`src/rtl/core/hlf_pkg.sv`:
```
// ============================================================================
// hlf_pkg: shared types, constants and helpers of the hexdump line formatter
// Holds the controller states, the command and status words between the
// controller and the datapath, and the character helper functions.
// ============================================================================
package hlf_pkg;

    // Default number of byte columns on one dump line.
    localparam int BYTES_PER_LINE_DEF = 16;
    // Column after which the hex area gets one extra space.
    localparam int EXTRA_GAP_COL      = 7;
    // Number of hex digits in the line offset.
    localparam int ADDR_DIGITS        = 8;

    localparam logic [7:0] CHAR_SPACE   = 8'h20;
    localparam logic [7:0] CHAR_BAR     = 8'h7C;
    localparam logic [7:0] CHAR_DOT     = 8'h2E;
    localparam logic [7:0] CHAR_NEWLINE = 8'h0A;
    localparam logic [7:0] PRINT_LO     = 8'h20;
    localparam logic [7:0] PRINT_HI     = 8'h7E;

    // Controller states.
    typedef enum logic [3:0] {
        ST_IDLE,
        ST_ADDR,
        ST_GAP,
        ST_HEX_HI,
        ST_HEX_LO,
        ST_SEP,
        ST_SEP7,
        ST_PAD,
        ST_BAR_SP,
        ST_BAR_OPEN,
        ST_ASCII,
        ST_BAR_CLOSE,
        ST_NEWLINE
    } hlf_state_t;

    // Source of the character loaded into the output register.
    typedef enum logic [2:0] {
        CH_ADDR,
        CH_SPACE,
        CH_HEX_HI,
        CH_HEX_LO,
        CH_BAR,
        CH_ASCII,
        CH_NEWLINE
    } hlf_char_t;

    // Operation on the shared column/digit counter.
    typedef enum logic [2:0] {
        IDX_HOLD,
        IDX_CLEAR,
        IDX_INC,
        IDX_LOAD_FILL,
        IDX_PAD
    } hlf_idx_op_t;

    // Commands from the controller to the datapath.
    typedef struct packed {
        logic        accept;
        logic        emit;
        logic        last;
        hlf_char_t   char_sel;
        hlf_idx_op_t idx_op;
    } hlf_cmd_t;

    // Status from the datapath to the controller.
    typedef struct packed {
        logic out_ready;
        logic col_zero;
        logic x7;
        logic close;
        logic full;
        logic addr_end;
        logic gap_end;
        logic pad_end;
        logic ascii_end;
    } hlf_status_t;

    // Lowercase ASCII hex digit of one nibble.
    function automatic logic [7:0] hex_char(input logic [3:0] nib);
        logic [7:0] c;
        if (nib < 4'd10) begin
            c = 8'h30 + {4'd0, nib};
        end else begin
            c = 8'h57 + {4'd0, nib};
        end
        return c;
    endfunction

    // Printable bytes stand as themselves, all others as a dot.
    function automatic logic [7:0] print_char(input logic [7:0] b);
        logic [7:0] c;
        if (b >= PRINT_LO && b <= PRINT_HI) begin
            c = b;
        end else begin
            c = CHAR_DOT;
        end
        return c;
    endfunction

endpackage

```
`src/rtl/core/hlf_datapath.sv`:
```
// ============================================================================
// hlf_datapath: registers, line store and character mux of the formatter
// Captures each input byte, keeps the line column and buffer position,
// and loads one output character per command into the output register.
// ============================================================================
module hlf_datapath import hlf_pkg::*; #(
    parameter int BYTES_PER_LINE = BYTES_PER_LINE_DEF
) (
    input  logic        aclk,
    input  logic        aresetn,
    input  logic        cfg_wr_en,
    input  logic [31:0] cfg_wr_data,
    input  logic [7:0]  s_tdata,
    input  logic        s_tlast,
    input  hlf_cmd_t    cmd,
    output hlf_status_t status,
    output logic        m_tvalid,
    output logic [7:0]  m_tdata,
    output logic        m_tlast,
    input  logic        m_tready
);

    localparam int IW = $clog2(BYTES_PER_LINE);
    localparam int CW = $clog2(BYTES_PER_LINE + 1);

    logic [31:0]   start_offset_reg;
    logic [IW-1:0] col_reg;
    logic [31:0]   pos_reg;
    logic [IW-1:0] idx_reg, idx_next;
    logic [1:0]    sub_reg, sub_next;
    logic          m_valid_reg;
    logic [7:0]    m_data_reg;
    logic          m_last_reg;

    logic [31:0]   addr_reg;
    logic [7:0]    byte_reg;
    logic          x7_reg;
    logic          close_reg;
    logic [CW-1:0] fill_reg;
    logic [7:0]    line_store [BYTES_PER_LINE];

    logic [CW-1:0] col_inc;
    logic          close_now;
    logic          out_ready;
    logic [1:0]    sub_max;
    logic          pad_unit_end;
    logic [7:0]    char_sel_val;

    // Column after this byte and whether the line closes with it.
    assign col_inc   = CW'(col_reg) + CW'(1);
    assign close_now = (col_inc == CW'(BYTES_PER_LINE)) || s_tlast;
    assign out_ready = !m_valid_reg || m_tready;

    // Padding takes three spaces per column, four at column EXTRA_GAP_COL.
    assign sub_max      = (idx_reg == IW'(EXTRA_GAP_COL)) ? 2'd3 : 2'd2;
    assign pad_unit_end = (sub_reg == sub_max);

    // Status toward the controller.
    always_comb begin
        status.out_ready = out_ready;
        status.col_zero  = (col_reg == '0);
        status.x7        = x7_reg;
        status.close     = close_reg;
        status.full      = (fill_reg == CW'(BYTES_PER_LINE));
        status.addr_end  = (idx_reg == IW'(ADDR_DIGITS - 1));
        status.gap_end   = (idx_reg == IW'(1));
        status.pad_end   = pad_unit_end && (idx_reg == IW'(BYTES_PER_LINE - 1));
        status.ascii_end = ((CW'(idx_reg) + CW'(1)) == fill_reg);
    end

    // Counter updates for digit, pad and text positions.
    always_comb begin
        idx_next = idx_reg;
        sub_next = sub_reg;
        case (cmd.idx_op)
            IDX_CLEAR: begin
                idx_next = '0;
                sub_next = '0;
            end
            IDX_INC: begin
                idx_next = idx_reg + IW'(1);
            end
            IDX_LOAD_FILL: begin
                idx_next = fill_reg[IW-1:0];
                sub_next = '0;
            end
            IDX_PAD: begin
                if (pad_unit_end) begin
                    idx_next = idx_reg + IW'(1);
                    sub_next = '0;
                end else begin
                    sub_next = sub_reg + 2'd1;
                end
            end
            default: begin
                idx_next = idx_reg;
                sub_next = sub_reg;
            end
        endcase
    end

    // Character selection.
    always_comb begin
        case (cmd.char_sel)
            CH_ADDR:    char_sel_val = hex_char(addr_reg[31:28]);
            CH_SPACE:   char_sel_val = CHAR_SPACE;
            CH_HEX_HI:  char_sel_val = hex_char(byte_reg[7:4]);
            CH_HEX_LO:  char_sel_val = hex_char(byte_reg[3:0]);
            CH_BAR:     char_sel_val = CHAR_BAR;
            CH_ASCII:   char_sel_val = print_char(line_store[idx_reg]);
            CH_NEWLINE: char_sel_val = CHAR_NEWLINE;
            default:    char_sel_val = CHAR_SPACE;
        endcase
    end

    // Control state: offset register, line column, buffer position, counters.
    always_ff @(posedge aclk) begin
        if (!aresetn) begin
            start_offset_reg <= '0;
            col_reg          <= '0;
            pos_reg          <= '0;
            idx_reg          <= '0;
            sub_reg          <= '0;
            m_valid_reg      <= 1'b0;
        end else begin
            if (cfg_wr_en) begin
                start_offset_reg <= cfg_wr_data;
            end
            if (cmd.accept) begin
                col_reg <= close_now ? '0 : (col_reg + IW'(1));
                pos_reg <= s_tlast ? '0 : (pos_reg + 32'd1);
            end
            idx_reg <= idx_next;
            sub_reg <= sub_next;
            if (cmd.emit) begin
                m_valid_reg <= 1'b1;
            end else if (m_tready) begin
                m_valid_reg <= 1'b0;
            end
        end
    end

    // Payload: captured byte, line store, offset shifter and output word.
    always_ff @(posedge aclk) begin
        if (cmd.accept) begin
            line_store[col_reg] <= s_tdata;
            byte_reg            <= s_tdata;
            x7_reg              <= (col_reg == IW'(EXTRA_GAP_COL));
            close_reg           <= close_now;
            fill_reg            <= col_inc;
            addr_reg            <= start_offset_reg + pos_reg;
        end else if (cmd.emit && cmd.char_sel == CH_ADDR) begin
            addr_reg <= {addr_reg[27:0], 4'h0};
        end
        if (cmd.emit) begin
            m_data_reg <= char_sel_val;
            m_last_reg <= cmd.last;
        end
    end

    assign m_tvalid = m_valid_reg;
    assign m_tdata  = m_data_reg;
    assign m_tlast  = m_last_reg;

endmodule

```
`src/rtl/core/hlf_ctrl.sv`:
```
// ============================================================================
// hlf_ctrl: sequencing state machine of the hexdump formatter
// Walks through the offset, hex, padding and text parts of each item and
// issues one character command per cycle the output register can take it.
// ============================================================================
module hlf_ctrl import hlf_pkg::*; (
    input  logic        aclk,
    input  logic        aresetn,
    input  logic        s_tvalid,
    output logic        s_tready,
    input  hlf_status_t status,
    output hlf_cmd_t    cmd
);

    hlf_state_t state_reg, state_next;
    logic       emit;
    hlf_state_t close_target;

    assign emit = (state_reg != ST_IDLE) && status.out_ready;

    // After the hex group: close the line or finish the item.
    always_comb begin
        if (!status.close) begin
            close_target = ST_IDLE;
        end else if (status.full) begin
            close_target = ST_BAR_SP;
        end else begin
            close_target = ST_PAD;
        end
    end

    // Next state.
    always_comb begin
        state_next = state_reg;
        unique case (state_reg)
            ST_IDLE: begin
                if (s_tvalid) begin
                    state_next = status.col_zero ? ST_ADDR : ST_HEX_HI;
                end
            end
            ST_ADDR: begin
                if (emit && status.addr_end) state_next = ST_GAP;
            end
            ST_GAP: begin
                if (emit && status.gap_end) state_next = ST_HEX_HI;
            end
            ST_HEX_HI: begin
                if (emit) state_next = ST_HEX_LO;
            end
            ST_HEX_LO: begin
                if (emit) state_next = ST_SEP;
            end
            ST_SEP: begin
                if (emit) state_next = status.x7 ? ST_SEP7 : close_target;
            end
            ST_SEP7: begin
                if (emit) state_next = close_target;
            end
            ST_PAD: begin
                if (emit && status.pad_end) state_next = ST_BAR_SP;
            end
            ST_BAR_SP: begin
                if (emit) state_next = ST_BAR_OPEN;
            end
            ST_BAR_OPEN: begin
                if (emit) state_next = ST_ASCII;
            end
            ST_ASCII: begin
                if (emit && status.ascii_end) state_next = ST_BAR_CLOSE;
            end
            ST_BAR_CLOSE: begin
                if (emit) state_next = ST_NEWLINE;
            end
            ST_NEWLINE: begin
                if (emit) state_next = ST_IDLE;
            end
            default: state_next = ST_IDLE;
        endcase
    end

    // Commands for the current state.
    always_comb begin
        s_tready     = (state_reg == ST_IDLE);
        cmd.accept   = (state_reg == ST_IDLE) && s_tvalid;
        cmd.emit     = emit;
        cmd.last     = 1'b0;
        cmd.char_sel = CH_SPACE;
        cmd.idx_op   = IDX_HOLD;
        unique case (state_reg)
            ST_IDLE: begin
                cmd.idx_op = IDX_CLEAR;
            end
            ST_ADDR: begin
                cmd.char_sel = CH_ADDR;
                if (emit) cmd.idx_op = status.addr_end ? IDX_CLEAR : IDX_INC;
            end
            ST_GAP: begin
                cmd.char_sel = CH_SPACE;
                if (emit) cmd.idx_op = IDX_INC;
            end
            ST_HEX_HI: begin
                cmd.char_sel = CH_HEX_HI;
            end
            ST_HEX_LO: begin
                cmd.char_sel = CH_HEX_LO;
            end
            ST_SEP: begin
                cmd.char_sel = CH_SPACE;
                cmd.last     = !status.x7 && !status.close;
                if (emit) cmd.idx_op = IDX_LOAD_FILL;
            end
            ST_SEP7: begin
                cmd.char_sel = CH_SPACE;
                cmd.last     = !status.close;
                if (emit) cmd.idx_op = IDX_LOAD_FILL;
            end
            ST_PAD: begin
                cmd.char_sel = CH_SPACE;
                if (emit) cmd.idx_op = IDX_PAD;
            end
            ST_BAR_SP: begin
                cmd.char_sel = CH_SPACE;
            end
            ST_BAR_OPEN: begin
                cmd.char_sel = CH_BAR;
                if (emit) cmd.idx_op = IDX_CLEAR;
            end
            ST_ASCII: begin
                cmd.char_sel = CH_ASCII;
                if (emit) cmd.idx_op = IDX_INC;
            end
            ST_BAR_CLOSE: begin
                cmd.char_sel = CH_BAR;
            end
            ST_NEWLINE: begin
                cmd.char_sel = CH_NEWLINE;
                cmd.last     = 1'b1;
            end
            default: begin
                cmd.char_sel = CH_SPACE;
            end
        endcase
    end

    // State register.
    always_ff @(posedge aclk) begin
        if (!aresetn) begin
            state_reg <= ST_IDLE;
        end else begin
            state_reg <= state_next;
        end
    end

endmodule

```
`src/rtl/core/hexdump_line_formatter.sv`:
```
// ============================================================================
// hexdump_line_formatter: canonical hexdump text generator
// Turns a stream of raw bytes into the ASCII text of a canonical hexdump.
// ============================================================================
// The slave channel takes one raw byte per word; s_tlast marks the final
// byte of a buffer. The master channel gives one ASCII character per word;
// m_tlast marks the last character produced by that input byte.
// A line starts with the offset (start_offset plus the byte position in the
// buffer) as eight hex digits, then two hex digits and a space per byte.
// A full line or the end of a buffer closes the line with padding, the
// printable text between bars and a newline; the buffer position then
// restarts at zero after the end of a buffer.
// Each input word gives 3 to 64 characters, about 5 per byte over a full
// line of 16 bytes. The single character output register sets a pace of one
// character per cycle while the receiver is ready. The first character goes
// through the state register and then the output register after acceptance;
// the next word is taken while the final character still waits in the output
// register. When the receiver stalls, the sequencer holds and no character
// is lost. Reset clears the column, position and offset register to zero.
// The user must write start_offset through cfg_wr_en/cfg_wr_data only while idle; the block does not enforce it.
// ============================================================================
module hexdump_line_formatter import hlf_pkg::*; #(
    parameter int BYTES_PER_LINE = BYTES_PER_LINE_DEF
) (
    input  logic        aclk,
    input  logic        aresetn,
    // start_offset register write
    input  logic        cfg_wr_en,
    input  logic [31:0] cfg_wr_data,
    // Raw byte input
    input  logic        s_tvalid,
    output logic        s_tready,
    input  logic [7:0]  s_tdata,   // [7:0] data_byte
    input  logic        s_tlast,   // end_of_buffer
    // Character output
    output logic        m_tvalid,
    input  logic        m_tready,
    output logic [7:0]  m_tdata,   // [7:0] out_char
    output logic        m_tlast    // last_char
);

    hlf_cmd_t    cmd;
    hlf_status_t status;

    // Sequencer.
    hlf_ctrl u_ctrl (
        .aclk     (aclk),
        .aresetn  (aresetn),
        .s_tvalid (s_tvalid),
        .s_tready (s_tready),
        .status   (status),
        .cmd      (cmd)
    );

    // Registers, line store and output stage.
    hlf_datapath #(
        .BYTES_PER_LINE (BYTES_PER_LINE)
    ) u_datapath (
        .aclk        (aclk),
        .aresetn     (aresetn),
        .cfg_wr_en   (cfg_wr_en),
        .cfg_wr_data (cfg_wr_data),
        .s_tdata     (s_tdata),
        .s_tlast     (s_tlast),
        .cmd         (cmd),
        .status      (status),
        .m_tvalid    (m_tvalid),
        .m_tdata     (m_tdata),
        .m_tlast     (m_tlast),
        .m_tready    (m_tready)
    );

    // An accepted word keeps the input closed for at least the next cycle.
    assert property (@(posedge aclk) disable iff (!aresetn)
        s_tvalid && s_tready |=> !s_tready)
        else $error("input accepted twice in a row");

    // The final character of a word reopens the input and sits in the output.
    assert property (@(posedge aclk) disable iff (!aresetn)
        cmd.emit && cmd.last |=> s_tready && m_tvalid && m_tlast)
        else $error("final character not followed by idle input and tlast");

    // A newline always ends the characters of its word.
    assert property (@(posedge aclk) disable iff (!aresetn)
        cmd.emit && (cmd.char_sel == CH_NEWLINE) |-> cmd.last)
        else $error("newline emitted without last flag");

endmodule

```
`config.mk`:
```
export PLATFORM = sky130hd
export DESIGN_NAME = hexdump_line_formatter
export DESIGN_NICKNAME = d
export VERILOG_FILES = /design/src/rtl/core/hlf_pkg.sv /design/src/rtl/core/hlf_datapath.sv /design/src/rtl/core/hlf_ctrl.sv /design/src/rtl/core/hexdump_line_formatter.sv
export SDC_FILE = /design/constraint.sdc
export NUM_CORES = 1
export LEC_CHECK = 0
export CORE_ASPECT_RATIO = 1.1
export CORE_MARGIN = 3
export CORE_UTILIZATION = 63
export CTS_CLUSTER_DIAMETER = 100
export DETAILED_ROUTE_END_ITERATION = 10
export DONT_BUFFER_PORTS = 1
export PLACE_DENSITY = 0.82
export SYNTH_ARGS = -nofsm -noshare
export SYNTH_HDL_FRONTEND = slang
export SYNTH_SLANG_ARGS = --single-unit
```
`constraint.sdc`:
```
create_clock -name aclk -period 8.76 [get_ports aclk]
set_input_delay 0.438 -clock aclk [delete_from_list [all_inputs] [get_ports aclk]]
set_output_delay 0.438 -clock aclk [all_outputs]
set_load 0.01 [all_outputs]
```
==> results.json <==
{
  "status": "finished clean",
  "clk_latency_ps": 540,
  "finClkSkew_ps": 24.18,
  "synth_edf_count": 184,
  "route.layer.met1.wl_mm": 11.31,
  "arrival_ps": 3800,
  "drt_iter0_markers": 634,
  "layout_common_cells": "edfxtp_1 (184), nor2_1 (122), dfxtp_1 (82)",
  "cts_tree": "done",
  "hold_viol": 0,
  "clock_path_buffers": 3,
  "fmax_mhz": 273.4,
  "nFillCells": 1356,
  "vias": 8552,
  "clkTransAtPathRegs_ps": 60,
  "synth_nets": 1174,
  "cts_root_buffer": "clkbuf_16",
  "final_common_cell": "edfxtp_1",
  "crit_path_start_kind": "register",
  "grt_max_degree": 67,
  "syn_avg_cell_area_sq_um": 11.83,
  "overflow": 0,
  "die_h_um": 155.7,
  "synth_cells": 1085,
  "ir_worst_vdd_mv": 0.1670,
  "path_max_fanout": 66,
  "dieWidth_um": 142.1,
  "crit_top_cell": "buf_4",
  "start_util": 0.6440,
  "netlist_area_sq_um": 12840,
  "drt_first_pass_iters": 5,
  "setup_viol": 0,
  "power.density_nw_per_um2": 256.5,
  "drc": 0,
  "syn2layout_area_growth_pct": 9.260,
  "ys_warn_count": 0,
  "period_share": 0.4176,
  "place.gp.congestion": 0.9067,
  "row_count": 54,
  "ioPinCount": 57,
  "leakage_nw": 4.982,
  "cts_resized": 0,
  "ant_nets": 0,
  "largest-register": "u_datapath.line_store",
  "synthArstFlopShare": 0,
  "cts_setup_buffers": 0,
  "finalNetCount": 1184,
  "antenna_found_initial": 0,
  "cp_slowest_cell": "nor3_1",
  "relSlewSlack": 0.2276,
  "rsz0062_at_grt": "false",
  "fin_cells": 1366,
  "worst-path-buf-inv": 3,
  "synth-seq-cells": 267,
  "antennaDiodeCount": 0,
  "core_sq_um": 19930,
  "timing.final.crit_period_ps": 3658,
  "crit_family": "simple AND/OR/NAND/NOR gates",
  "slowest_delay_ps": 890,
  "hold_class": "in2reg",
  "ys_types": 71,
  "drv_slew": 0,
  "post_drt_wl_per_cell_um": 20.79,
  "largest_reg_flops": 128,
  "final_util": 0.7036,
  "grt_usage": 0.2554,
  "grt_pass1_wl_mm": 44.31,
  "fin_setup_tns_ps": 0,
  "worst_pin_slew_ps": 1156,
  "criticalPathCategory": "reg2reg",
  "grt_pass1_vias": 8323,
  "cts-htree-levels": 1,
  "clkSinkCount": 267,
  "hpwl_mm": 18.87,
  "cts_made_buffers": 25,
  "wl_mm": 28.40,
  "synth-main-ff-cell": "edfxtp_1",
  "required_ps": 8900,
  "wl_met2_mm": 14.13,
  "drt-vias-per-instance": 6.261,
  "wl_met3_mm": 1.860,
  "synth_seq_area_share": 0.5599,
  "numPortBuffers": 0,
  "drive_above_1_share": 0.07810,
  "max_cap_violations": 0,
  "crit_chain": "nor4_4 -> nand2_2 -> buf_4 -> inv_1 -> buf_4 -> nand2_1 -> nor3_1",
  "die_area_sq_um": 22120,
  "endpoint_kind": "register",
  "placedCellCount": 1298,
  "routed.top_layer": "met4",
  "hold_buffers": 12
}
## report_power, final
| part | total (W) | switching, W | internal [W] |
|---|---|---|---|
| clock network | 0.00107 | 0.000455 | 0.000611 |
| logic | 0.000838 | 0.000511 | 0.000327 |
| registers | 0.00169 | 0.000115 | 0.00158 |
## final cells by class
class	count	area, sq um	area share
inverter	42	157.7	0.01124
timing repair buffer	28	265.3	0.01891
clock buffer	28	636.9	0.04541
tap	252	315.3	0.02248
multi-input combinational	731	5296	0.3776
sequential	267	7188	0.5125
clock inverter	18	165.2	0.01178
## Yosys cell counts, drive strengths merged (26+ instances only)
master	number	area, sq um
edfxtp	184	5525
nor2	122	457.9
dfxtp	83	1662
nand2	81	304.0
o21ai	66	330.3
a21oi	63	315.3
ha	42	525.5
inv	42	157.7
mux4	40	927.1
mux2i	33	330.3
xnor2	32	280.3
xor2	28	245.2
clkbuf	26	97.59
## worst paths after layout
check,to,from,slack (ps),depth (start not counted)
worst max register to register,u_datapath.line_store[0][1],u_ctrl.state_reg[3],5100,7
worst max-delay path,u_datapath.line_store[0][1],u_ctrl.state_reg[3],5100,7
worst min register to register,u_datapath.start_offset_reg[3],u_datapath.start_offset_reg[3],500,2
worst min-delay path,u_datapath.byte_reg[2],s_tdata[2],20,0
## layer usage
layer	global-route usage	vias up
met5	0	-
met1	0.3268	4089
met4	0.1229	0
li1	-	4046
met2	0.4250	347
met3	0.04414	70
## through the flow
| stage | power [W] | hold slack [ps] | worst slack (ps) | cell area [sq um] |
|---|---|---|---|---|
| 3_5_place_dp | 0.002524 | 492.7 | 5167 | 13000 |
| 6_report | 0.003598 | 17.94 | 5102 | 14020 |
| 4_1_cts | 0.003600 | 0.1065 | 5165 | 13920 |
| 5_1_grt | 0.003755 | 0.05168 | 4892 | 14020 |
| 3_3_place_gp | 0.002499 | 485.5 | 5342 | 13000 |
| 2_1_floorplan | 0.002327 | 464.6 | 4956 | 12840 |
## logic make-up after synthesis
logic type | after synthesis | share of synthesized area
simple gates | 336 | 0.1253
flops | 267 | 0.5599
compound gates | 218 | 0.1052
buf+inv | 87 | 0.02798
mux | 73 | 0.09796
xor+xnor | 60 | 0.04094
fa+ha+maj | 43 | 0.04250
other cells | 1 | 0.0002921
Power figures use the tool's default switching activity.
